<file path="config.mk">
export PLATFORM = sky130hd
export DESIGN_NAME = stepper_press_cycle_sequencer_flat
export DESIGN_NICKNAME = d
export VERILOG_FILES = /design/src/sv/spcs_pkg.sv /design/src/sv/spcs_if.sv /design/src/sv/stepper_press_cycle_sequencer.sv /design/src/sv/spcs_core.sv /design/src/flat_wrapper.sv
export VERILOG_INCLUDE_DIRS = /design/src /design/src/sv
export SDC_FILE = /design/constraint.sdc
export NUM_CORES = 1
export LEC_CHECK = 0
export BUFFER_PORTS_ARGS = -buffer_cell sky130_fd_sc_hd__buf_4
export CORE_UTILIZATION = 50
export CTS_CLUSTER_DIAMETER = 120
export DETAILED_ROUTE_END_ITERATION = 10
export PLACE_DENSITY = 0.7
export RECOVER_POWER = 25
export SLEW_MARGIN = 20
export SYNTH_ARGS = -nofsm -noshare
export SYNTH_HDL_FRONTEND = slang
export SYNTH_SLANG_ARGS = --single-unit
</file>
<file path="constraint.sdc">
create_clock -name clk -period 4.71 [get_ports clk]
set_input_delay 0 -clock clk [delete_from_list [all_inputs] [get_ports clk]]
set_output_delay 0 -clock clk [all_outputs]
set_load 0.02 [all_outputs]
</file>
<file path="src/sv/stepper_press_cycle_sequencer_defines.svh">
// ---------------------------------------------------------------------------
// Stepper press cycle sequencer assertion macros
// Concurrent assertion wrappers, compiled out when ASSERT_OFF is set.
// ---------------------------------------------------------------------------
`ifndef STEPPER_PRESS_CYCLE_SEQUENCER_DEFINES_SVH
`define STEPPER_PRESS_CYCLE_SEQUENCER_DEFINES_SVH

`ifndef ASSERT_OFF
`define SPCS_ASSERT_IMPLIES(label, clk, rst_n, cond, expr) \
    label: assert property (@(posedge clk) disable iff (!rst_n) (cond) |-> (expr)) \
        else $error("spcs assertion failed");
`define SPCS_ASSERT_NEXT(label, clk, rst_n, cond, expr) \
    label: assert property (@(posedge clk) disable iff (!rst_n) (cond) |=> (expr)) \
        else $error("spcs assertion failed");
`else
`define SPCS_ASSERT_IMPLIES(label, clk, rst_n, cond, expr)
`define SPCS_ASSERT_NEXT(label, clk, rst_n, cond, expr)
`endif

`endif

</file>
<file path="src/sv/spcs_pkg.sv">
`timescale 1ns / 1ps
// ---------------------------------------------------------------------------
// Stepper press cycle sequencer package
// Widths, register indexes, reset values, phase codes and shared structs.
// ---------------------------------------------------------------------------
package spcs_pkg;

    localparam int TIMER_WIDTH     = 32;
    localparam int COUNT_WIDTH     = 32;
    localparam int DUR_WIDTH       = 32;
    localparam int STEP_WIDTH      = 8;
    localparam int CFG_DATA_WIDTH  = 32;
    localparam int CFG_INDEX_WIDTH = 3;
    localparam int OUT_COUNT_WIDTH = 32;
    localparam int CMP_WIDTH       =
        ((TIMER_WIDTH > DUR_WIDTH) ? TIMER_WIDTH : DUR_WIDTH) + 1;

    localparam logic [CFG_INDEX_WIDTH-1:0] CFG_NUM_STEPS     = 3'd0;
    localparam logic [CFG_INDEX_WIDTH-1:0] CFG_PULSE_HIGH    = 3'd1;
    localparam logic [CFG_INDEX_WIDTH-1:0] CFG_PULSE_GAP     = 3'd2;
    localparam logic [CFG_INDEX_WIDTH-1:0] CFG_COMPRESS      = 3'd3;
    localparam logic [CFG_INDEX_WIDTH-1:0] CFG_REST          = 3'd4;
    localparam logic [CFG_INDEX_WIDTH-1:0] CFG_INITIAL_COUNT = 3'd5;

    localparam logic [STEP_WIDTH-1:0]  RST_NUM_STEPS     = 8'd20;
    localparam logic [DUR_WIDTH-1:0]   RST_PULSE_HIGH    = 32'd55;
    localparam logic [DUR_WIDTH-1:0]   RST_PULSE_GAP     = 32'd9000;
    localparam logic [DUR_WIDTH-1:0]   RST_COMPRESS      = 32'd10000000;
    localparam logic [DUR_WIDTH-1:0]   RST_REST          = 32'd5000000;
    localparam logic [OUT_COUNT_WIDTH-1:0] RST_INITIAL_COUNT = 32'd0;

    typedef enum logic [2:0] {
        PH_IDLE     = 3'd0,
        PH_ENG_HIGH = 3'd1,
        PH_ENG_LOW  = 3'd2,
        PH_COMPRESS = 3'd3,
        PH_DIS_HIGH = 3'd4,
        PH_DIS_LOW  = 3'd5,
        PH_REST     = 3'd6
    } phase_t;

    typedef struct packed {
        logic [STEP_WIDTH-1:0]      num_steps;
        logic [DUR_WIDTH-1:0]       pulse_high_ticks;
        logic [DUR_WIDTH-1:0]       pulse_gap_ticks;
        logic [DUR_WIDTH-1:0]       compress_ticks;
        logic [DUR_WIDTH-1:0]       rest_ticks;
        logic [OUT_COUNT_WIDTH-1:0] initial_count;
    } cfg_t;

    typedef struct packed {
        logic                       engage_pin;
        logic                       disengage_pin;
        logic                       cycle_running;
        logic [OUT_COUNT_WIDTH-1:0] completed_cycles;
        logic                       count_updated;
        logic                       stopped;
    } result_t;

endpackage

</file>
<file path="src/sv/spcs_if.sv">
`timescale 1ns / 1ps
// ---------------------------------------------------------------------------
// Stepper press cycle sequencer channels
// Valid/ready interfaces for the tick items and the result items.
// ---------------------------------------------------------------------------
interface spcs_tick_if;
    logic valid;
    logic ready;
    logic start_request;
    logic stop_request;

    modport source (output valid, output start_request, output stop_request, input ready);
    modport sink (input valid, input start_request, input stop_request, output ready);
endinterface

interface spcs_result_if;
    logic        valid;
    logic        ready;
    logic        engage_pin;
    logic        disengage_pin;
    logic        cycle_running;
    logic [31:0] completed_cycles;
    logic        count_updated;
    logic        stopped;

    modport source (
        output valid, output engage_pin, output disengage_pin, output cycle_running,
        output completed_cycles, output count_updated, output stopped, input ready
    );
    modport sink (
        input valid, input engage_pin, input disengage_pin, input cycle_running,
        input completed_cycles, input count_updated, input stopped, output ready
    );
endinterface

</file>
<file path="src/sv/stepper_press_cycle_sequencer.sv">
`timescale 1ns / 1ps
`include "stepper_press_cycle_sequencer_defines.svh"
// Latency: a result item appears in the cycle after its tick item is accepted.
// Throughput: one tick item per cycle when the result is not stalled; the core's
//   phase step is a single pass from state register to result register.
// Reset: rst_n clears the phase to idle, timer, step count and cycle count to
//   zero, and loads the configuration registers with their default values.
// ---------------------------------------------------------------------------
// Stepper press cycle sequencer
// Configuration registers, tick handshake and registered result stage around
// the press cycle core.
// ---------------------------------------------------------------------------
module stepper_press_cycle_sequencer (
    input  logic                                 clk,
    input  logic                                 rst_n,
    spcs_tick_if.sink                            tick,
    spcs_result_if.source                        result,
    input  logic                                 cfg_we,
    input  logic [spcs_pkg::CFG_INDEX_WIDTH-1:0] cfg_index,
    input  logic [spcs_pkg::CFG_DATA_WIDTH-1:0]  cfg_wdata
);
    import spcs_pkg::*;

    cfg_t    cfg_reg;
    result_t core_res;
    result_t res_reg;
    logic    res_valid_reg;
    logic    tick_accept;

    always_ff @(posedge clk or negedge rst_n)
    begin
        if (!rst_n)
        begin
            cfg_reg.num_steps        <= RST_NUM_STEPS;
            cfg_reg.pulse_high_ticks <= RST_PULSE_HIGH;
            cfg_reg.pulse_gap_ticks  <= RST_PULSE_GAP;
            cfg_reg.compress_ticks   <= RST_COMPRESS;
            cfg_reg.rest_ticks       <= RST_REST;
            cfg_reg.initial_count    <= RST_INITIAL_COUNT;
        end
        else if (cfg_we)
        begin
            unique case (cfg_index)
                CFG_NUM_STEPS:     cfg_reg.num_steps        <= cfg_wdata[STEP_WIDTH-1:0];
                CFG_PULSE_HIGH:    cfg_reg.pulse_high_ticks <= DUR_WIDTH'(cfg_wdata);
                CFG_PULSE_GAP:     cfg_reg.pulse_gap_ticks  <= DUR_WIDTH'(cfg_wdata);
                CFG_COMPRESS:      cfg_reg.compress_ticks   <= DUR_WIDTH'(cfg_wdata);
                CFG_REST:          cfg_reg.rest_ticks       <= DUR_WIDTH'(cfg_wdata);
                CFG_INITIAL_COUNT: cfg_reg.initial_count    <= OUT_COUNT_WIDTH'(cfg_wdata);
                default:           ;
            endcase
        end
    end

    assign tick.ready  = !res_valid_reg || result.ready;
    assign tick_accept = tick.valid && tick.ready;

    spcs_core u_core (
        .clk           (clk),
        .rst_n         (rst_n),
        .advance       (tick_accept),
        .start_request (tick.start_request),
        .stop_request  (tick.stop_request),
        .cfg           (cfg_reg),
        .res           (core_res)
    );

    always_ff @(posedge clk or negedge rst_n)
    begin
        if (!rst_n)
        begin
            res_valid_reg <= 1'b0;
        end
        else if (tick.ready)
        begin
            res_valid_reg <= tick.valid;
        end
    end

    // hold the result until taken
    always_ff @(posedge clk)
    begin
        if (tick_accept)
        begin
            res_reg <= core_res;
        end
    end

    assign result.valid            = res_valid_reg;
    assign result.engage_pin       = res_reg.engage_pin;
    assign result.disengage_pin    = res_reg.disengage_pin;
    assign result.cycle_running    = res_reg.cycle_running;
    assign result.completed_cycles = res_reg.completed_cycles;
    assign result.count_updated    = res_reg.count_updated;
    assign result.stopped          = res_reg.stopped;

    `SPCS_ASSERT_NEXT(a_accept_gives_result, clk, rst_n, tick_accept, res_valid_reg)
    `SPCS_ASSERT_IMPLIES(a_pins_exclusive, clk, rst_n, res_valid_reg,
        !(res_reg.engage_pin && res_reg.disengage_pin))
    `SPCS_ASSERT_IMPLIES(a_pin_while_running, clk, rst_n,
        res_valid_reg && (res_reg.engage_pin || res_reg.disengage_pin),
        res_reg.cycle_running)
    `SPCS_ASSERT_IMPLIES(a_update_not_running, clk, rst_n,
        res_valid_reg && res_reg.count_updated, !res_reg.cycle_running)

endmodule

</file>
<file path="src/sv/spcs_core.sv">
`timescale 1ns / 1ps
// ---------------------------------------------------------------------------
// Stepper press cycle sequencer core
// Phase state machine, phase timer, step count and cycle counter; advances
// by one tick per accepted item.
// ---------------------------------------------------------------------------
module spcs_core (
    input  logic             clk,
    input  logic             rst_n,
    input  logic             advance,
    input  logic             start_request,
    input  logic             stop_request,
    input  spcs_pkg::cfg_t   cfg,
    output spcs_pkg::result_t res
);
    import spcs_pkg::*;

    phase_t                  phase_reg, phase_next;
    logic [STEP_WIDTH-1:0]   steps_reg, steps_next;
    logic [TIMER_WIDTH-1:0]  timer_reg, timer_next;
    logic [COUNT_WIDTH-1:0]  count_reg, count_next;
    logic [DUR_WIDTH-1:0]    dur;
    logic [STEP_WIDTH-1:0]   steps_inc;
    logic                    phase_done;
    logic                    updated;
    logic                    stopped;

    always_ff @(posedge clk or negedge rst_n)
    begin
        if (!rst_n)
        begin
            phase_reg <= PH_IDLE;
            steps_reg <= '0;
            timer_reg <= '0;
            count_reg <= '0;
        end
        else if (advance)
        begin
            phase_reg <= phase_next;
            steps_reg <= steps_next;
            timer_reg <= timer_next;
            count_reg <= count_next;
        end
    end

    always_comb
    begin
        unique case (phase_reg)
            PH_ENG_HIGH, PH_DIS_HIGH: dur = cfg.pulse_high_ticks;
            PH_ENG_LOW, PH_DIS_LOW:   dur = cfg.pulse_gap_ticks;
            PH_COMPRESS:              dur = cfg.compress_ticks;
            PH_REST:                  dur = cfg.rest_ticks;
            default:                  dur = '0;
        endcase
    end

    assign phase_done = (CMP_WIDTH'(timer_reg) + CMP_WIDTH'(1) >= CMP_WIDTH'(dur))
                        || (timer_reg == {TIMER_WIDTH{1'b1}});
    assign steps_inc  = steps_reg + STEP_WIDTH'(1);

    // next state
    always_comb
    begin
        phase_next = phase_reg;
        steps_next = steps_reg;
        timer_next = timer_reg;
        count_next = count_reg;
        updated    = 1'b0;
        stopped    = 1'b0;
        unique case (phase_reg)
            PH_ENG_HIGH, PH_DIS_HIGH:
            begin
                if (phase_done)
                begin
                    phase_next = (phase_reg == PH_ENG_HIGH) ? PH_ENG_LOW : PH_DIS_LOW;
                    timer_next = '0;
                end
                else
                begin
                    timer_next = timer_reg + TIMER_WIDTH'(1);
                end
            end
            PH_ENG_LOW, PH_DIS_LOW:
            begin
                if (phase_done)
                begin
                    timer_next = '0;
                    if (steps_inc >= cfg.num_steps)
                    begin
                        steps_next = '0;
                        phase_next = (phase_reg == PH_ENG_LOW) ? PH_COMPRESS : PH_REST;
                    end
                    else
                    begin
                        steps_next = steps_inc;
                        phase_next = (phase_reg == PH_ENG_LOW) ? PH_ENG_HIGH : PH_DIS_HIGH;
                    end
                end
                else
                begin
                    timer_next = timer_reg + TIMER_WIDTH'(1);
                end
            end
            PH_COMPRESS:
            begin
                if (phase_done)
                begin
                    steps_next = '0;
                    timer_next = '0;
                    phase_next = (cfg.num_steps == '0) ? PH_REST : PH_DIS_HIGH;
                end
                else
                begin
                    timer_next = timer_reg + TIMER_WIDTH'(1);
                end
            end
            PH_REST:
            begin
                if (phase_done)
                begin
                    count_next = count_reg + COUNT_WIDTH'(1);
                    updated    = 1'b1;
                    steps_next = '0;
                    timer_next = '0;
                    if (stop_request)
                    begin
                        phase_next = PH_IDLE;
                        stopped    = 1'b1;
                    end
                    else
                    begin
                        phase_next = (cfg.num_steps == '0) ? PH_COMPRESS : PH_ENG_HIGH;
                    end
                end
                else
                begin
                    timer_next = timer_reg + TIMER_WIDTH'(1);
                end
            end
            default:
            begin
                phase_next = PH_IDLE;
                if (start_request)
                begin
                    count_next = COUNT_WIDTH'(cfg.initial_count);
                    steps_next = '0;
                    timer_next = '0;
                    if (stop_request)
                    begin
                        stopped = 1'b1;
                    end
                    else
                    begin
                        phase_next = (cfg.num_steps == '0) ? PH_COMPRESS : PH_ENG_HIGH;
                    end
                end
            end
        endcase
    end

    // outputs
    always_comb
    begin
        res.engage_pin       = (phase_reg == PH_ENG_HIGH);
        res.disengage_pin    = (phase_reg == PH_DIS_HIGH);
        res.cycle_running    = (phase_reg == PH_ENG_HIGH) || (phase_reg == PH_ENG_LOW)
                               || (phase_reg == PH_COMPRESS) || (phase_reg == PH_DIS_HIGH)
                               || (phase_reg == PH_DIS_LOW);
        res.completed_cycles = OUT_COUNT_WIDTH'(count_next);
        res.count_updated    = updated;
        res.stopped          = stopped;
    end

endmodule
</file>
<file path="src/flat_wrapper.sv">
// flat-port wrapper written by rule: the top's interface ports become plain ports
module stepper_press_cycle_sequencer_flat import spcs_pkg::*;
  (clk, rst_n, cfg_we, cfg_index, cfg_wdata, tick_valid, tick_start_request, tick_stop_request, tick_ready, result_valid, result_engage_pin, result_disengage_pin, result_cycle_running, result_completed_cycles, result_count_updated, result_stopped, result_ready);
  spcs_tick_if tick_i ();
  spcs_result_if result_i ();
  input  logic clk;
  input  logic rst_n;
  input  logic cfg_we;
  input  logic [spcs_pkg::CFG_INDEX_WIDTH-1:0] cfg_index;
  input  logic [spcs_pkg::CFG_DATA_WIDTH-1:0] cfg_wdata;
  input wire logic [$bits(tick_i.valid)-1:0] tick_valid;
  input wire logic [$bits(tick_i.start_request)-1:0] tick_start_request;
  input wire logic [$bits(tick_i.stop_request)-1:0] tick_stop_request;
  output wire logic [$bits(tick_i.ready)-1:0] tick_ready;
  output wire logic [$bits(result_i.valid)-1:0] result_valid;
  output wire logic [$bits(result_i.engage_pin)-1:0] result_engage_pin;
  output wire logic [$bits(result_i.disengage_pin)-1:0] result_disengage_pin;
  output wire logic [$bits(result_i.cycle_running)-1:0] result_cycle_running;
  output wire logic [$bits(result_i.completed_cycles)-1:0] result_completed_cycles;
  output wire logic [$bits(result_i.count_updated)-1:0] result_count_updated;
  output wire logic [$bits(result_i.stopped)-1:0] result_stopped;
  input wire logic [$bits(result_i.ready)-1:0] result_ready;
  assign tick_i.valid = tick_valid;
  assign tick_i.start_request = tick_start_request;
  assign tick_i.stop_request = tick_stop_request;
  assign tick_ready = tick_i.ready;
  assign result_valid = result_i.valid;
  assign result_engage_pin = result_i.engage_pin;
  assign result_disengage_pin = result_i.disengage_pin;
  assign result_cycle_running = result_i.cycle_running;
  assign result_completed_cycles = result_i.completed_cycles;
  assign result_count_updated = result_i.count_updated;
  assign result_stopped = result_i.stopped;
  assign result_i.ready = result_ready;
  stepper_press_cycle_sequencer u_core (.clk(clk), .rst_n(rst_n), .tick(tick_i), .result(result_i), .cfg_we(cfg_we), .cfg_index(cfg_index), .cfg_wdata(cfg_wdata));
endmodule
</file>
==> results by group, run 1 <==
CTS
  • CTS Root Cell: clkbuf_16
  • H-tree levels: 1
  • Deepest clock path buffer count: 3
  • CTS tree: built
  • Skew-Pair Late Insertion Delay: 560 ps
  • Clk sinks: 281
  • Num CTS Buffers: 30
  • Clk slew on worst S/H paths: 60 ps

Worst hold path
  • Hold EP: u_core.cfg_reg[29]$_DFFE_PN0P_
  • Worst min-delay path category: in -> reg
  • Worst hold path startpoint: cfg_wdata[29]
  • Worst Hold Path Cells: 3

Yosys
  • Mapped Area: between 15,000 and 20,000 µm²
  • Yosys cell types: 68
  • Yosys warnings: 0
  • Commonest cells post-synth: dfrtp_1 (216), mux2_2 (170), nand2_1 (123)
  • Post-synth EDFFs: 37
  • Area contributors post-synth: dfrtp_1 (35%), mux2_2 (13%), edfxtp_1 (7.3%)
  • Synth Flop Type: dfrtp_1
  • Cell count after synthesis: 1,434
  • Async SR Flop Fraction: around 87%
  • Sequential element share of the synthesized area: around 47%
  • Synth Register Bits: 281
  • Post-Syn Nets: approximately 1,500
  • Top cell type's share of synthesized area: 35.4%
  • Count leader, synth: dfrtp_1
  • Synth area leader: dfrtp_1
  • Syn Area/Cell: approximately 11 µm²

Placement
  • GPL Wtd Cong: between 0.9 and 1
  • Pre-CTS setup slack: 112 ps
  • Placed wire-length estimate: 27,000 µm
  • PortBufs: 80

Die
  • # rows: 63
  • Initial Util: between 50% and 60%
  • Core Footprint: ~30,000 µm²
  • Die width: approximately 180 µm
  • Chip height: between 150 and 200 µm
  • Die area: 31,300 µm²
  • Io pins: 81

Pwr
  • Total chip power: 8970 µW
  • Cell Pwr Density: 505 nW/µm²
  • Pleak: 0.00746 µW
  • Peak VDD IR: approximately 310 µV

GRT
  • GR Overflow Total: 0
  • First-pass GRT wire length: approximately 65,000 µm
  • Initial antenna violation count: 0
  • Largest net degree at the start of global routing: approximately 140
  • Vias in the first global route: 11,900
  • GRT Util Overall: between 20% and 30%

Flow run
  • MaxCap Viol Count: 2

Timing
  • Setup ws final: 220 ps
  • Clock skew: between 10 and 15 ps
  • Fin crit share: a little over nine tenths
  • Final setup fails: 0
  • F_max: 223 MHz
  • Final Hold Fails: 0
  • RSZ-0062 raised after global routing: false
  • Tightest Pin Transition: slightly below 3000 ps
  • Setup TNS: 0 ps
  • Fin. max-slew vios: 126
  • Tmin final: 4490 ps
  • Rel. slew slack: -94.6%

Worst setup path
  • CP required: 5150 ps
  • Register-to-register setup slack: 220 ps
  • R2R Path End: u_core.u_core.steps_reg[1]$_DFFE_PN0P_
  • Critical Path Fanout Max: 8
  • Crit Path Class: reg -> reg
  • Reg2Reg Launch Point: u_core.u_core.timer_reg[1]$_DFFE_PN0P_
  • CP endpoint kind: register
  • Worst reg-to-reg path cell count: 16
  • CP arrival: 4930 ps
  • Startpoint Class: register

Final layout
  • Share of cells above drive strength 1: a little under a quarter
  • Multi-input gate area: 7620 µm²
  • Post-layout util: between 50 and 60%
  • FF+latch area: between 7000 and 8000 µm²
  • ANT cells: 0
  • Max reg flops: 168
  • # fillers: 2,452
  • Final #Nets: approximately 1,600
  • P&R area growth vs syn: 16.3%

Detailed routing
  • Starting DRT DRC Count: 1,125
  • Vias per cell: 6.26
  • First-pass iteration count of the detailed router: 5
  • Post-detailed-route count of antenna-violating nets: 0
  • Vias: 12,200
  • Total Wirelength: 41,100 µm
  • Avg WL per Cell: 21.1 µm
  • Post-route DRC violation count: 0

Outcome
  • Violated checks: capacitance limit, slew limit
  • Outcome: complete, but fails checks
logic make-up (layout without fill, tap and decap cells):
kind of cell	count (synthesis)	after routing	synth area share, %
compound gates	370	370	16.0
simple gates	346	346	11.2
flops	281	281	47.5
mux	225	225	16.1
buf+inv	126	253	3.20
fa+ha+maj	43	43	3.52
xor+xnor	43	43	2.46
critical path: stages (launching register included):
cell and delay [ps]:
dfrtp_1 390, and4_2 280, nand4_1 170, nor4_2 270
buf_4 170, nand3_1 130, xnor2_1 160, ha_1 290
nand3_1 150, or4_4 610, or3_1 370, o221ai_4 290
buf_4 190, o221ai_1 140, o311ai_4 130, buf_4 240
mux2_2 360
repair_timing:
item                                   in CTS  in global routing
endpoints found under the hold margin     264                  0
setup endpoints to repair                   0                 38
hold buffers                               41                  0
gates resized for setup                     0                  4
setup buffers                               0                  3
placed cells by master (no fill, tap or decap), types with 14 or more instances in the layout:
master,netlist,final
edfxtp_1,37,37
dlygate4sd3_1,0,41
nor2b_1,14,14
dfstp_2,28,28
clkbuf_16,0,32
inv_1,30,29
ha_1,43,43
nand2_1,123,123
a22o_1,26,26
o211ai_1,30,30
nand4_1,14,14
nand3_1,36,36
nor3_1,16,15
o21ai_0,86,85
and3_1,19,19
a22oi_1,32,32
clkbuf_1,74,38
mux2i_1,55,55
buf_4,1,82
a21oi_1,87,87
dfrtp_1,216,214
xor2_1,15,15
xnor2_1,28,28
nor2_1,57,55
mux2_2,170,170
o22ai_1,17,17
cell type report:
class | instances | area share [%]
clock buffers | 34 | 4.66
clock inverters | 22 | 1.08
inverters | 30 | 0.634
multi-input cells | 1027 | 42.9
flip-flops and latches | 281 | 40.8
well taps | 390 | 2.75
repair buffers | 167 | 7.17
layer usage:
metal | global-route usage, % | vias up | wire length [µm]
li1 | - | 5540 | -
met1 | 36.3 | 6121 | 17800
met2 | 44.2 | 478 | 19600
met3 | 3.87 | 71 | 2650
met4 | 6.57 | 0 | 1000
met5 | 0 | - | 0
through the flow:
stage / std cells / area [µm²] / hold WS (ps)
after floorplan: 1434 / 15300 / -296
after global placement: 1851 / 16400 / 142
after detailed placement: 1851 / 16500 / 145
after CTS: 1948 / 17900 / 153
after global routing: 1951 / 17800 / 267
final: 1951 / 17800 / 261
worst max path at each step:
stage | start | end | slack (ps)
finish | u_core.u_core.timer_reg[1]$_DFFE_PN0P_ | u_core.u_core.steps_reg[1]$_DFFE_PN0P_ | 220
CTS | u_core.u_core.timer_reg[3]$_DFFE_PN0P_ | u_core.u_core.steps_reg[1]$_DFFE_PN0P_ | 100
detailed placement | u_core.u_core.timer_reg[3]$_DFFE_PN0P_ | u_core.u_core.steps_reg[1]$_DFFE_PN0P_ | 110
floorplan | u_core.u_core.phase_reg[2]$_DFFE_PN0P_ | u_core.result.completed_cycles[20]$_DFFE_PP_ | 180
global route | u_core.u_core.timer_reg[1]$_DFFE_PN0P_ | u_core.result.completed_cycles[19]$_DFFE_PP_ | 3
global placement | u_core.u_core.timer_reg[3]$_DFFE_PN0P_ | u_core.result.completed_cycles[15]$_DFFE_PP_ | 150
power breakdown:
part	internal [µW]	switching (µW)	total, µW
logic	1200	1760	2960
clock network	1420	1010	2440
registers	3090	485	3580
total	5710	3260	8970
(Power assumes the default switching activity.)
==> run 2, diff against run 1 <==
--- a/config.mk
+++ b/config.mk
@@ -11,7 +11,7 @@
 export CTS_CLUSTER_DIAMETER = 120
 export DETAILED_ROUTE_END_ITERATION = 10
 export PLACE_DENSITY = 0.7
-export RECOVER_POWER = 25
+export RECOVER_POWER = 50
 export SLEW_MARGIN = 20
 export SYNTH_ARGS = -nofsm -noshare
 export SYNTH_HDL_FRONTEND = slang
==> run 2 against run 1 <==
Effect of this change:
- the run still ends with capacitance limit, slew limit left
- combinational power hardly changed
- sequential share of layout area is 0.095 points higher
- setup slack worse by 26 ps
- critical endpoint unchanged
- largest power group unchanged
- highest routed layer unchanged
==> results by group, run 2 (synthesis results as in run 1) <==
Die
  • Chip height: 177 µm
  • Core Footprint: 29,900 µm²
  • Initial Util: between 50% and 60%
  • Die area: 31,300 µm²
  • # rows: 63
  • Io pins: between 80 and 90
  • Die width: 177 µm

GRT
  • GRT Util Overall: 26.5%
  • Vias in the first global route: about 12,000
  • First-pass GRT wire length: 65,300 µm
  • Initial antenna violation count: 0
  • GR Overflow Total: 0
  • Largest net degree at the start of global routing: 136

Worst setup path
  • Critical path's largest stage delay: approximately 600 ps
  • Crit Path Class: reg -> reg
  • CP Cell Sequence: and4_2 > nand4_1 > nor4_2 > buf_4 > nand3_1 > xnor2_1 > ha_1 > nand3_1 > or4_4 > or3_1 > o221ai_4 > buf_4 > o221ai_1 > o311ai_4 > buf_4 > mux2_2
  • Worst reg-to-reg path cell count: 16
  • R2R Path End: u_core.u_core.steps_reg[1]$_DFFE_PN0P_
  • Reg2Reg Launch Point: u_core.u_core.timer_reg[1]$_DFFE_PN0P_
  • CP max stage cell: or4_4
  • Startpoint Class: register
  • WP buf/inv: 3
  • CP endpoint kind: register
  • Critical Path Fanout Max: 8
  • Register-to-register setup slack: 190 ps
  • Most frequent CP cell: buf_4
  • CP required: 5150 ps
  • Worst path top cell family by delay: simple AND/OR/NAND/NOR gates
  • CP arrival: 4950 ps

Detailed routing
  • Post-route DRC violation count: 0
  • Vias: 12,200
  • First-pass iteration count of the detailed router: 8
  • Vias per cell: a little over 6
  • Post-detailed-route count of antenna-violating nets: 0
  • Starting DRT DRC Count: 1,098
  • Total Wirelength: 41,000 µm
  • Avg WL per Cell: about 21 µm

CTS
  • CTS Root Cell: clkbuf_16
  • Clk sinks: 281
  • CTS tree: built
  • Deepest clock path buffer count: 3
  • Clk slew on worst S/H paths: 60 ps
  • Skew-Pair Late Insertion Delay: around 560 ps
  • H-tree levels: 1
  • Num CTS Buffers: 30

Pwr
  • NetSw: 3260 µW
  • Pleak: 0.00743 µW
  • Clock power share: a little over a quarter
  • Switching fraction of total power: 36.3%
  • Cell Pwr Density: 506 nW/µm²
  • Sequential share of power: 39.9%
  • Peak VDD IR: 314 µV
  • Gate power share: 32.9%
  • Int Pwr: roughly 5700 µW
  • Total chip power: about 9000 µW

Timing
  • F_max: approximately 220 MHz
  • Tightest Pin Transition: 2910 ps
  • Final setup fails: 0
  • Final Hold Fails: 0
  • Clock skew: 14.3 ps
  • Fin. max-slew vios: a little under 300
  • Rel. slew slack: -93.9%
  • Tmin final: 4520 ps
  • Fin crit share: between 90% and 100%

Final layout
  • Most frequent cells in the layout: dfrtp_1 (214), mux2_2 (170), nand2_1 (123)
  • Commonest non-fill, non-tap cell in the layout: dfrtp_1
  • Max reg flops: between 150 and 200
  • ANT cells: 0
  • Final #Nets: 1,622
  • P&R area growth vs syn: 16.0%
  • FF+latch area: 7250 µm²
  • Multi-input gate area: 7600 µm²
  • # fillers: 2,463
  • Share of cells above drive strength 1: 22.7%
  • Final Non-Filler Cells: 1,951

Outcome
  • Violated checks: capacitance limit, slew limit
  • Outcome: complete, but fails checks

Placement
  • Placed wire-length estimate: 27,000 µm
  • GPL Wtd Cong: 0.901
  • Placed cells: 1,851
  • PortBufs: 80

Worst hold path
  • Hold EP: u_core.cfg_reg[29]$_DFFE_PN0P_
  • Worst min-delay path category: in -> reg
  • Worst Hold Path Cells: 3
  • Worst hold path startpoint: cfg_wdata[29]

Flow run
  • MaxCap Viol Count: 7
## run 2: repair_timing
item                                    CTS  global route
endpoints found under the hold margin   264             0
endpoints found under the setup margin    0            38
setup buffers                             0             3
resized for setup                         0             4
hold buffers                             41             0
## run 2: per-layer routing
metal | share of wire [%] | vias up | GRT usage [%]
met5 | 0 | - | 0
met4 | 2.4 | 0 | 6.57
met3 | 6.3 | 63 | 3.87
met2 | 48 | 443 | 44.2
met1 | 44 | 6105 | 36.3
li1 | - | 5539 | -
## run 2: worst max-delay path by stage
stage	startpoint	to	slack, ps	cells past startpoint
finish	u_core.u_core.timer_reg[1]$_DFFE_PN0P_	u_core.u_core.steps_reg[1]$_DFFE_PN0P_	190	16
CTS	u_core.u_core.timer_reg[3]$_DFFE_PN0P_	u_core.u_core.steps_reg[1]$_DFFE_PN0P_	100	16
detailed placement	u_core.u_core.timer_reg[3]$_DFFE_PN0P_	u_core.u_core.steps_reg[1]$_DFFE_PN0P_	110	16
floorplan	u_core.u_core.phase_reg[2]$_DFFE_PN0P_	u_core.result.completed_cycles[20]$_DFFE_PP_	180	15
global placement	u_core.u_core.timer_reg[3]$_DFFE_PN0P_	u_core.result.completed_cycles[15]$_DFFE_PP_	150	15
global route	u_core.u_core.timer_reg[1]$_DFFE_PN0P_	u_core.u_core.steps_reg[1]$_DFFE_PN0P_	-0.1	17
## run 2: cell type report
class | count | share of cell area, %
multi-input combinational | 1027 | 42.9
clock buffer | 34 | 4.67
clock inverter | 22 | 1.08
tap | 390 | 2.75
sequential | 281 | 40.9
timing repair buffer | 167 | 7.04
inverter | 30 | 0.635
## run 2: tightest hold or removal path, stage by stage
cell and delay (ps):
dlygate4sd3_1 530, buf_4 130, mux2_2 130
## run 2: stage by stage
stage	TNS [ps]	area [µm²]	util, %	hold slack [ps]	setup slack, ps
after global placement	0	16400	55.0	142	149
after detailed placement	0	16500	55.1	145	112
final	0	17700	59.3	261	194
after global routing	-0.103	17700	59.3	267	-0.103
after floorplan	0	15300	-	-296	177
after CTS	0	17900	59.9	153	97.6
## run 2: power by group through the flow
| stage | registers, µW | logic (µW) | clock network (µW) |
|---|---|---|---|
| floorplan | 3520 | 1970 | 0 |
| CTS | 3560 | 2980 | 2470 |
| global route | 3640 | 3230 | 2570 |
| detailed placement | 3600 | 2930 | 0 |
| global placement | 3580 | 2860 | 0 |
| finish | 3580 | 2950 | 2440 |
==> run 3, diff against run 2 <==
--- a/config.mk
+++ b/config.mk
@@ -6,6 +6,7 @@
 export SDC_FILE = /design/constraint.sdc
 export NUM_CORES = 1
 export LEC_CHECK = 0
+export ABC_AREA = 1
 export BUFFER_PORTS_ARGS = -buffer_cell sky130_fd_sc_hd__buf_4
 export CORE_UTILIZATION = 50
 export CTS_CLUSTER_DIAMETER = 120
==> run 3 against run 2 <==
Effect of this change:
- the flow still finishes with violations (capacitance limit, slew limit)
- critical path type unchanged
- total power increased by 15%
- area after synthesis shrank 0.72%
- final area fell by 2.1%
- combinational power is 42% higher
- routed wire length decreased by 1.5%
- count of clock-buffer cells in the layout rose by 6
- first-iteration DRC count grew 4.2%
- largest cell class is now registers
- clock power about the same
- sequential cell count unchanged
==> results by group, run 3 <==
GRT
  • Routing usage on met2: 41.8%
  • First-pass GRT wire length: between 60,000 and 70,000 µm
  • GR Overflow Total: 0
  • GRT Util Overall: about a quarter
  • Busiest grt layer: met2
  • Initial antenna violation count: 0
  • Met3 usage in global routing: 2.61%
  • Vias in the first global route: 12,600
  • Met1 usage: around two fifths
  • Largest net degree at the start of global routing: 119

Timing
  • Clock skew: between 15 and 20 ps
  • Fin crit share: between 80% and 90%
  • Rel. slew slack: -107%
  • Final setup fails: 0
  • Tightest Pin Transition: 3100 ps
  • F_max: around 250 MHz
  • Setup TNS: 0 ps
  • RSZ-0062 raised after global routing: false
  • Fin. max-slew vios: around 440
  • Final Hold Fails: 0
  • Worst hold slack: roughly 34 ps
  • Setup ws final: 655 ps
  • Tmin final: 4060 ps

Yosys
  • Yosys warnings: 0
  • Synth Flop Type: dfrtp_1
  • Synth area leader: dfrtp_1
  • Count leader, synth: nand2_1
  • Cell count after synthesis: 1,884
  • Syn Area/Cell: about 8 µm²
  • Commonest cells post-synth: nand2_1 (633), o21ai_0 (242), dfrtp_1 (216)
  • Yosys cell types: 47
  • Synth Register Bits: 281
  • Area contributors post-synth: dfrtp_1 (36%), nand2_1 (16%), o21ai_0 (8.0%)
  • Mapped Area: 15,200 µm²
  • Top cell type's share of synthesized area: 35.6%
  • Post-synth EDFFs: 37
  • Sequential element share of the synthesized area: ~48%
  • Async SR Flop Fraction: 86.8%
  • Post-Syn Nets: 1,969

Detailed routing
  • First-pass iteration count of the detailed router: 5
  • Vias: between 10,000 and 15,000
  • Avg WL per Cell: roughly 17 µm
  • Post-route DRC violation count: 0
  • Vias per cell: 5.48
  • Starting DRT DRC Count: between 1,000 and 1,500
  • Total Wirelength: 40,400 µm
  • Post-detailed-route count of antenna-violating nets: 0

CTS
  • H-tree levels: 1
  • Deepest clock path buffer count: 3
  • CTS tree: built
  • Clk slew on worst S/H paths: 60 ps
  • Num CTS Buffers: 30
  • Skew-Pair Late Insertion Delay: 560 ps
  • Clk sinks: 281
  • CTS Root Cell: clkbuf_16
  • Post-CTS Setup Bufs: 0

Die
  • Io pins: 81
  • Die area: 31,000 µm²
  • Initial Util: 51.1%
  • Die width: 176 µm
  • # rows: between 60 and 70
  • Chip height: 176 µm
  • Core Footprint: between 20,000 and 30,000 µm²

Pwr
  • Peak VDD IR: 719 µV
  • Sequential share of power: 35.8%
  • Total chip power: 10,300 µW
  • Int Pwr: 6020 µW
  • Cell Pwr Density: 595 nW/µm²
  • NetSw: 4310 µW
  • Pleak: 0.00827 µW
  • Clock power share: 23.8%
  • Gate power share: 40.4%
  • Switching fraction of total power: 41.7%

Final layout
  • ANT cells: 0
  • Max reg flops: 168
  • Commonest non-fill, non-tap cell in the layout: nand2_1
  • Share of cells above drive strength 1: 9.82%
  • Most frequent cells in the layout: nand2_1 (633), o21ai_0 (242), dfrtp_1 (216)
  • Final #Nets: 2,056
  • P&R area growth vs syn: 14.4%

Flow run
  • MaxCap Viol Count: 6

Worst hold path
  • Worst min-delay path category: in -> reg

Worst setup path
  • Startpoint Class: register
  • CP endpoint kind: register
  • Crit Path Class: reg -> reg
  • Critical Path Fanout Max: 30
  • CP required: 5200 ps
  • CP arrival: 4550 ps

Outcome
  • Outcome: complete, but fails checks
  • Violated checks: capacitance limit, slew limit

Placement
  • PortBufs: 80
  • GPL Wtd Cong: 0.912
  • Pre-CTS setup slack: between 700 and 800 ps
  • Placed wire-length estimate: between 20,000 and 30,000 µm
[run 3: cell types whose count changed after synthesis, sizes merged, moves of 31 or more]
cell | before | now
mux2 | 170 | 0
xor2 | 15 | 58
o21ai | 93 | 252
nor2 | 58 | 90
mux2i | 55 | 1
a22oi | 32 | 1
a21oi | 87 | 21
inv | 30 | 206
nand2 | 123 | 637
[run 3: layer usage]
metal,part of all wire [%],routed length (µm)
met1,47,19200
met3,5.2,2090
met5,0,0
met4,2.1,857
met2,45,18300
[run 3: cell type report]
type                    instances  area (µm²)
fillers                      2673       12400
flip-flops and latches        281        7250
multi-input cells            1312        6780
repair buffers                138        1020
clock buffers                  40         840
inverters                     208         781
well taps                     390         488
clock inverters                16         190
[run 3: cell families (layout without fill, tap and decap cells)]
group / after synthesis / after routing / share of synthesized area (%)
buf+inv: 291 / 402 / 7.70
fa+ha+maj: 43 / 43 / 3.55
compound gates: 366 / 366 / 14.8
mux: 1 / 1 / 0.0660
flops: 281 / 281 / 47.8
xor+xnor: 58 / 58 / 3.35
simple gates: 844 / 844 / 22.7
[run 3: what timing repair did]
action | 4_1_cts | 5_1_grt
hold buffers | 36 | 0
gates resized for setup | 0 | 0
endpoints found under the setup margin | 0 | 0
hold endpoints to repair | 281 | 0
[run 3: power by group through the flow]
| stage | combinational, µW | clock, µW | sequential, µW |
|---|---|---|---|
| 6_report | 4180 | 2460 | 3690 |
| 5_1_grt | 4730 | 2590 | 3770 |
| 4_1_cts | 4210 | 2490 | 3680 |
| 3_5_place_dp | 4170 | 0 | 3710 |
| 3_3_place_gp | 4080 | 0 | 3690 |
| 2_1_floorplan | 3090 | 0 | 3650 |
[run 3: stage by stage]
stage | cell area (µm²) | utilization (%) | cells
final | 17400 | 58.4 | 2385
after global routing | 17400 | 58.4 | 2385
after CTS | 17500 | 58.8 | 2385
after detailed placement | 16100 | 54.2 | 2293
after global placement | 16100 | 54.2 | 2293
after floorplan | 15200 | - | 1884
[run 3: path summary, 6_finish.rpt]
kind / startpoint / to / slack [ps] / cells past startpoint
worst min register to register: u_core.cfg_reg[6]$_DFFE_PN0P_ / u_core.cfg_reg[6]$_DFFE_PN0P_ / 480 / 2
worst max-delay path: u_core.u_core.phase_reg[0]$_DFFE_PN0P_ / u_core.u_core.count_reg[1]$_DFFE_PN0P_ / 650 / 21
min in group asynchronous: rst_n / u_core.cfg_reg[57]$_DFFE_PN0P_ / 970 / 2
max in group asynchronous: rst_n / u_core.u_core.count_reg[13]$_DFFE_PN0P_ / 1760 / 3
worst min-delay path: tick_valid / u_core.u_core.count_reg[1]$_DFFE_PN0P_ / 30 / 5
worst max register to register: u_core.u_core.phase_reg[0]$_DFFE_PN0P_ / u_core.u_core.count_reg[1]$_DFFE_PN0P_ / 650 / 21
[run 3: critical path: stages, from the launching register on]
cell and delay [ps]:
dfrtp_1 380, inv_1 110, or2_0 190, nor2_1 90, nor2_1 210, inv_1 310, buf_4 310, a221oi_1 500
ha_1 340, nand2_1 100, nor2_1 50, and2_1 140, nand3_1 80, nand3_1 80, nand2_1 170, buf_4 380
nand3_2 120, nand2_1 140, nand2_1 70, nand3_1 90, nand2_1 60, nand2_1 70
